==> src/design/scfp_pkg.sv <==
// package for the serial command frame parser
// holds parse phase and frame kind codes, register indexes, config struct and crc step
// no dependencies
package scfp_pkg;

  typedef enum logic [2:0] {
    PH_IDLE,
    PH_TYPE,
    PH_TILT,
    PH_ROLL,
    PH_CRC,
    PH_SERVO,
    PH_END
  } phase_t;

  typedef enum logic [1:0] {
    KIND_JOY,
    KIND_SERVO,
    KIND_HB,
    KIND_NONE
  } kind_t;

  localparam int unsigned REG_IDX_W = 3;
  localparam int unsigned ADDR_W    = 5;

  localparam logic [REG_IDX_W-1:0] REG_START     = 3'd0;
  localparam logic [REG_IDX_W-1:0] REG_END       = 3'd1;
  localparam logic [REG_IDX_W-1:0] REG_JOY_CODE  = 3'd2;
  localparam logic [REG_IDX_W-1:0] REG_SERVO_CODE = 3'd3;
  localparam logic [REG_IDX_W-1:0] REG_HB_CODE   = 3'd4;
  localparam logic [REG_IDX_W-1:0] REG_CRC_POLY  = 3'd5;

  localparam logic [7:0] JOY_CENTRE    = 8'd120;
  localparam logic [7:0] CRC_POLY_INIT = 8'd7;

  typedef struct packed {
    logic [7:0] start_byte;
    logic [7:0] end_byte;
    logic [7:0] joy_code;
    logic [7:0] servo_code;
    logic [7:0] hb_code;
    logic [7:0] crc_poly;
    logic       poly_load;
    logic [7:0] poly_wdata;
  } cfg_t;

  // one byte of msb-first crc-8, implicit top bit
  function automatic logic [7:0] crc8_step(input logic [7:0] crc,
                                           input logic [7:0] data,
                                           input logic [7:0] poly);
    logic [7:0] c;
    c = crc ^ data;
    for (int b = 0; b < 8; b++) begin
      if (c[7]) begin
        c = {c[6:0], 1'b0} ^ poly;
      end else begin
        c = {c[6:0], 1'b0};
      end
    end
    return c;
  endfunction

endpackage

==> src/design/scfp_regs.sv <==
// apb configuration registers for the frame parser
// depends on scfp_pkg
module scfp_regs
  import scfp_pkg::*;
(
  input  logic              clk,
  input  logic              rst,
  input  logic              psel,
  input  logic              penable,
  input  logic              pwrite,
  input  logic [ADDR_W-1:0] paddr,
  input  logic [31:0]       pwdata,
  output logic [31:0]       prdata,
  output logic              pready,
  output cfg_t              cfg
);

  logic [7:0] start_byte;
  logic [7:0] end_byte;
  logic [7:0] joy_code;
  logic [7:0] servo_code;
  logic [7:0] hb_code;
  logic [7:0] crc_poly;
  logic       wr_en;
  logic [REG_IDX_W-1:0] idx;

  assign pready = 1'b1;
  assign wr_en  = psel && penable && pwrite;
  assign idx    = paddr[ADDR_W-1:2];

  always_ff @(posedge clk) begin
    if (rst) begin
      start_byte <= 8'd0;
      end_byte   <= 8'd0;
      joy_code   <= 8'd0;
      servo_code <= 8'd0;
      hb_code    <= 8'd0;
      crc_poly   <= CRC_POLY_INIT;
    end else if (wr_en) begin
      case (idx)
        REG_START:      start_byte <= pwdata[7:0];
        REG_END:        end_byte   <= pwdata[7:0];
        REG_JOY_CODE:   joy_code   <= pwdata[7:0];
        REG_SERVO_CODE: servo_code <= pwdata[7:0];
        REG_HB_CODE:    hb_code    <= pwdata[7:0];
        REG_CRC_POLY:   crc_poly   <= pwdata[7:0];
        default: ;
      endcase
    end
  end

  always_comb begin
    case (idx)
      REG_START:      prdata = {24'd0, start_byte};
      REG_END:        prdata = {24'd0, end_byte};
      REG_JOY_CODE:   prdata = {24'd0, joy_code};
      REG_SERVO_CODE: prdata = {24'd0, servo_code};
      REG_HB_CODE:    prdata = {24'd0, hb_code};
      REG_CRC_POLY:   prdata = {24'd0, crc_poly};
      default:        prdata = 32'd0;
    endcase
  end

  always_comb begin
    cfg.start_byte = start_byte;
    cfg.end_byte   = end_byte;
    cfg.joy_code   = joy_code;
    cfg.servo_code = servo_code;
    cfg.hb_code    = hb_code;
    cfg.crc_poly   = crc_poly;
    cfg.poly_load  = wr_en && (idx == REG_CRC_POLY);
    cfg.poly_wdata = pwdata[7:0];
  end

endmodule

==> src/design/scfp_parse.sv <==
// frame parser datapath: input register, phase state machine, result register
// depends on scfp_pkg; its cfg input is driven by scfp_regs at the top level
module scfp_parse
  import scfp_pkg::*;
(
  input  logic       clk,
  input  logic       rst,
  input  cfg_t       cfg,
  input  logic       in_valid,
  output logic       in_stall,
  input  logic [7:0] rx_byte,
  output logic       out_valid,
  input  logic       out_stall,
  output logic [1:0] frame_kind,
  output logic [7:0] tilt_value,
  output logic [7:0] roll_value,
  output logic       servo_on
);

  // input register
  logic       in_full;
  logic [7:0] in_data;
  logic       accept;
  logic       advance;

  // parser state
  phase_t     phase, phase_next;
  kind_t      kind, kind_next;
  logic [7:0] held_tilt;
  logic [7:0] held_roll;
  logic       held_enable;
  logic [7:0] crc_tilt;   // crc over the tilt byte alone
  logic [7:0] crc_full;
  logic       emit;

  assign accept   = in_valid && !in_stall;
  assign advance  = in_full && (!emit || !out_valid || !out_stall);
  assign in_stall = in_full && !advance;
  assign crc_full = crc8_step(crc_tilt, held_roll, cfg.crc_poly);

  always_ff @(posedge clk) begin
    if (rst) begin
      in_full <= 1'b0;
    end else if (accept) begin
      in_full <= 1'b1;
    end else if (advance) begin
      in_full <= 1'b0;
    end
  end

  always_ff @(posedge clk) begin
    if (accept) begin
      in_data <= rx_byte;
    end
  end

  always_ff @(posedge clk) begin
    if (rst) begin
      phase <= PH_IDLE;
      kind  <= KIND_NONE;
    end else if (advance) begin
      phase <= phase_next;
      kind  <= kind_next;
    end
  end

  always_comb begin
    phase_next = PH_IDLE;
    kind_next  = kind;
    emit       = 1'b0;
    case (phase)
      PH_IDLE: begin
        phase_next = (in_data == cfg.start_byte) ? PH_TYPE : PH_IDLE;
      end
      PH_TYPE: begin
        // joystick code wins over servo, servo over heartbeat
        if (in_data == cfg.joy_code) begin
          phase_next = PH_TILT;
          kind_next  = KIND_JOY;
        end else if (in_data == cfg.servo_code) begin
          phase_next = PH_SERVO;
          kind_next  = KIND_SERVO;
        end else if (in_data == cfg.hb_code) begin
          phase_next = PH_END;
          kind_next  = KIND_HB;
        end else begin
          kind_next  = KIND_NONE;
        end
      end
      PH_TILT:  phase_next = PH_ROLL;
      PH_ROLL:  phase_next = PH_CRC;
      PH_CRC: begin
        if (crc_full == in_data) begin
          phase_next = PH_END;
        end else begin
          kind_next  = KIND_NONE;
        end
      end
      PH_SERVO: phase_next = PH_END;
      PH_END: begin
        emit      = in_full && (in_data == cfg.end_byte) && (kind != KIND_NONE);
        kind_next = KIND_NONE;
      end
      default: begin
        kind_next = KIND_NONE;
      end
    endcase
  end

  // held bytes; a write with no advance redoes the tilt crc with the new poly
  always_ff @(posedge clk) begin
    if (rst) begin
      held_tilt   <= JOY_CENTRE;
      held_roll   <= JOY_CENTRE;
      held_enable <= 1'b0;
      crc_tilt    <= crc8_step(8'd0, JOY_CENTRE, CRC_POLY_INIT);
    end else if (advance) begin
      if (phase == PH_TILT) begin
        held_tilt <= in_data;
        crc_tilt  <= crc8_step(8'd0, in_data, cfg.crc_poly);
      end
      if (phase == PH_ROLL) begin
        held_roll <= in_data;
      end
      if (phase == PH_SERVO) begin
        held_enable <= (in_data != 8'd0);
      end
    end else if (cfg.poly_load) begin
      crc_tilt <= crc8_step(8'd0, held_tilt, cfg.poly_wdata);
    end
  end

  // result register
  always_ff @(posedge clk) begin
    if (rst) begin
      out_valid <= 1'b0;
    end else if (advance && emit) begin
      out_valid <= 1'b1;
    end else if (!out_stall) begin
      out_valid <= 1'b0;
    end
  end

  always_ff @(posedge clk) begin
    if (advance && emit) begin
      frame_kind <= kind;
      tilt_value <= (kind == KIND_JOY) ? held_tilt : 8'd0;
      roll_value <= (kind == KIND_JOY) ? held_roll : 8'd0;
      servo_on   <= (kind == KIND_SERVO) ? held_enable : 1'b0;
    end
  end

endmodule

==> src/design/serial_command_frame_parser.sv <==
// top level of the serial command frame parser
// depends on scfp_pkg, scfp_regs and scfp_parse
//
//  channel   valid      stall      payload
//  input     in_valid   in_stall   rx_byte
//  output    out_valid  out_stall  frame_kind, tilt_value, roll_value, servo_on
//  config    apb write/read, psel/penable/pwrite/paddr/pwdata/prdata/pready
//
// one byte is taken every cycle while in_stall is low, then parsed from the
// input register; a frame result shows the cycle after its end byte is parsed
// bytes that give no result never wait on the output side
// a held result stalls parsing only when the next byte also completes a frame
// rst is synchronous and returns the parser to idle with default registers
module serial_command_frame_parser
  import scfp_pkg::*;
(
  input  logic              clk,
  input  logic              rst,
  input  logic              psel,
  input  logic              penable,
  input  logic              pwrite,
  input  logic [ADDR_W-1:0] paddr,
  input  logic [31:0]       pwdata,
  output logic [31:0]       prdata,
  output logic              pready,
  input  logic              in_valid,
  output logic              in_stall,
  input  logic [7:0]        rx_byte,
  output logic              out_valid,
  input  logic              out_stall,
  output logic [1:0]        frame_kind,
  output logic [7:0]        tilt_value,
  output logic [7:0]        roll_value,
  output logic              servo_on
);

  cfg_t cfg;

  scfp_regs u_regs (
    .clk     (clk),
    .rst     (rst),
    .psel    (psel),
    .penable (penable),
    .pwrite  (pwrite),
    .paddr   (paddr),
    .pwdata  (pwdata),
    .prdata  (prdata),
    .pready  (pready),
    .cfg     (cfg)
  );

  scfp_parse u_parse (
    .clk        (clk),
    .rst        (rst),
    .cfg        (cfg),
    .in_valid   (in_valid),
    .in_stall   (in_stall),
    .rx_byte    (rx_byte),
    .out_valid  (out_valid),
    .out_stall  (out_stall),
    .frame_kind (frame_kind),
    .tilt_value (tilt_value),
    .roll_value (roll_value),
    .servo_on   (servo_on)
  );

endmodule

==> config.mk <==
export PLATFORM = sky130hd
export DESIGN_NAME = serial_command_frame_parser
export DESIGN_NICKNAME = d
export VERILOG_FILES = /design/src/design/scfp_pkg.sv /design/src/design/scfp_regs.sv /design/src/design/scfp_parse.sv /design/src/design/serial_command_frame_parser.sv
export SDC_FILE = /design/constraint.sdc
export NUM_CORES = 1
export LEC_CHECK = 0
export BUFFER_PORTS_ARGS = -buffer_cell sky130_fd_sc_hd__buf_2
export CORE_UTILIZATION = 50
export CTS_CLUSTER_DIAMETER = 50
export DETAILED_ROUTE_END_ITERATION = 6
export PLACE_DENSITY = 0.72
export SLEW_MARGIN = 20
export SYNTH_ARGS = -nofsm -noshare
export SYNTH_HDL_FRONTEND = slang
export SYNTH_SLANG_ARGS = --single-unit
==> constraint.sdc <==
create_clock -name clk -period 4.5 [get_ports clk]
set_clock_uncertainty 0.05 [all_clocks]
set_input_delay 0.9 -clock clk [delete_from_list [all_inputs] [get_ports clk]]
set_output_delay 0.9 -clock clk [all_outputs]
set_load 0.01 [all_outputs]
==> impl_metrics.tcl <==
set metrics [dict create \
    grt_antenna_before_repair 0 \
    io_buffers 54 \
    insertion_delay_ns 0.36 \
    netlist_instances 1176 \
    critPathKind "flop to flop" \
    synth_area_per_cell_um2 8.12 \
    worstPathRequired_ns 4.75 \
    cts_tree "yes" \
    yosysSeqAreaShare 0.253 \
    clock-root-buffer "clkbuf_16" \
    fin_setup_tns_ns 0 \
    dr_total_vias 8858 \
    synthArstFlopShare 0 \
    critPathArrivalTime_ns 4.61 \
    vias_per_cell 5.85 \
    die_h_um 140 \
    dieArea_um2 19700 \
    slew_violations 0 \
    gp_congestion 0.950 \
    post-route-period-util 0.970 \
    yosys.area.top_type "dfxtp_1" \
    overflow 0 \
    status "finished, final reports clean" \
    fill_cells 1655 \
    fmax_mhz 229 \
    antennaDiodeCount 0 \
    final_common_cell "nand2_1" \
    initial_core_util 0.510 \
    synth.distinct_cells 106 \
    r2r_slack_ns 0.13 \
    drc_errors 0 \
    die_x_um 140 \
    cp-start-kind "flop" \
    cp_max_fo 6 \
    cts_max_level 3 \
    grt_max_degree 45 \
    cts_sinks 107 \
    setup_violations 0 \
    relSlewSlack 0.398 \
    regArea_um2 2430 \
    min_period_ns 4.37 \
    synth.cell_area_um2 9550 \
    cts_buffer_depth 2 \
    yosys_warnings 0 \
    drive_gt1_frac 0.219 \
    grtUsageTotal 0.277 \
    grt_pass1_wl_um 42700 \
    finalHoldViolations 0 \
    grt_pass1_vias 8213 \
    hpwl_um 19700 \
    ys_top_cells_by_area "dfxtp_1, xnor2_1, edfxtp_1" \
    synthToLayoutAreaGrowth_pct 15.8 \
    core_um2 18700 \
    first_iter_violations 746 \
    wl_per_cell_um 18.0 \
    ys.flop_type "dfxtp_1" \
    ant_nets 0 \
    crit_path_end_kind "flop" \
    holdCritPathClass "flop to flop" \
    synth_edf_count 27 \
    synth_top_area_frac 0.168 \
    leakage_nw 4.40 \
    rsz0062_at_grt "yes" \
    final_cell_mix "nand2_1, nor2_1, buf_4" \
    power_density_nw_per_um2 228 \
    ys_seq_elements 107 \
    fin_nets 1328 \
    timing.hold.ws_ns 0.441 \
    ioPinCount 106 \
    std_cell_rows 50 \
    drt_wl_total_um 27200 \
    drv_cap 0 \
    drt-pass1-iter-count 5 \
    vdd_drop_max_mv 0.206 \
    multi_input_area_um2 6750 \
    cts_buffers 9 \
    worstMarginPinSlew_ns 0.899 \
    path_clk_slew_ns 0.08 \
]
[sequential cells by signal, indices dropped and copies added, names as in the netlist, 3 cells and up]
signal	count
u_parse.held_roll	8
u_regs.joy_code	8
u_regs.start_byte	8
u_regs.servo_code	8
u_parse.held_tilt	8
u_parse.in_data	8
u_regs.crc_poly	8
u_parse.phase	3
u_regs.hb_code	8
u_parse.roll_value	8
u_parse.crc_tilt	8
u_parse.tilt_value	8
u_regs.end_byte	8
[worst paths after layout]
path,from,to,depth (start not counted)
worst max register to register,u_parse.held_roll[5],u_parse.kind[0],18
worst max-delay path,u_parse.held_roll[5],u_parse.kind[0],18
worst min-delay path,u_parse.held_tilt[1],u_parse.held_tilt[1],2
worst min register to register,u_parse.held_tilt[1],u_parse.held_tilt[1],2
[logic make-up (layout without fill, tap and decap cells)]
family | count (synthesis) | after routing | synth area share
XOR/XNOR | 193 | 193 | 0.193
buffers and inverters | 127 | 209 | 0.0772
flip-flops | 107 | 107 | 0.253
AO/OA/AOI/OAI | 218 | 218 | 0.171
other | 2 | 25 | 0.000787
multiplexers | 66 | 66 | 0.0700
AND/OR/NAND/NOR | 463 | 463 | 0.236
[synthesized netlist by cell type (all sizes together), types with 21 or more instances]
master / number
o21ai: 36
nand2: 160
nor3: 21
clkbuf: 65
and2: 22
edfxtp: 27
nor2: 127
xnor2: 126
nand3: 28
dfxtp: 80
a21oi: 48
mux2i: 63
xor2: 60
buf: 47
[metal layers]
layer | track usage | part of all wire | vias up
li1 | - | - | 4273
met1 | 0.354 | 0.42 | 4134
met2 | 0.459 | 0.46 | 369
met3 | 0.0362 | 0.073 | 82
met4 | 0.138 | 0.043 | 0
met5 | 0 | 0 | -
[layout make-up]
cell class	instances	share of cell area
multi-input cells	965	0.610
flip-flops and latches	107	0.219
repair buffers	179	0.111
well taps	234	0.0265
clock buffers	9	0.0204
clock inverters	7	0.00747
inverters	14	0.00475
[critical path, cell delays in order (launching register included)]
cell and delay [ns]:
dfxtp_2 0.39, xnor2_4 0.26, buf_6 0.17, nor3_2 0.04, buf_4 0.17, nor2_4 0.14, o41ai_4 0.11, o31a_1 0.34
or2_1 0.29, buf_4 0.18, xnor2_4 0.15, a32o_1 0.27, or4_4 0.57, a31oi_1 0.18, o211ai_1 0.11, nor3b_2 0.30
o2111ai_4 0.23, nand3_2 0.15, mux2i_1 0.17
[report_power, final]
| part | internal, W | switching [W] |
|---|---|---|
| clock | 0.000396 | 0.000412 |
| sequential | 0.000991 | 0.0000189 |
| combinational | 0.000314 | 0.000387 |
| total | 0.00170 | 0.000818 |
[stage by stage]
stage / total power (W) / worst slack [ns] / instance area, µm² / instances / utilization
floorplan: 0.00155 / 0.0296 / 9640 / 1199 / -
global placement: 0.00170 / -0.0517 / 10400 / 1494 / 0.557
detailed placement: 0.00171 / -0.101 / 10400 / 1494 / 0.557
CTS: 0.00252 / 0.00126 / 10800 / 1511 / 0.578
global route: 0.00262 / -0.0532 / 11100 / 1515 / 0.591
finish: 0.00252 / 0.135 / 11100 / 1515 / 0.591
[repair_timing]
item,CTS,global route
pin swaps,5,18
hold buffers,0,0
resized for setup,9,43
cloned,0,0
buffers inserted,1,4
endpoints found under the setup margin,4,11
Note: power is estimated with default switching activity, not from simulation.
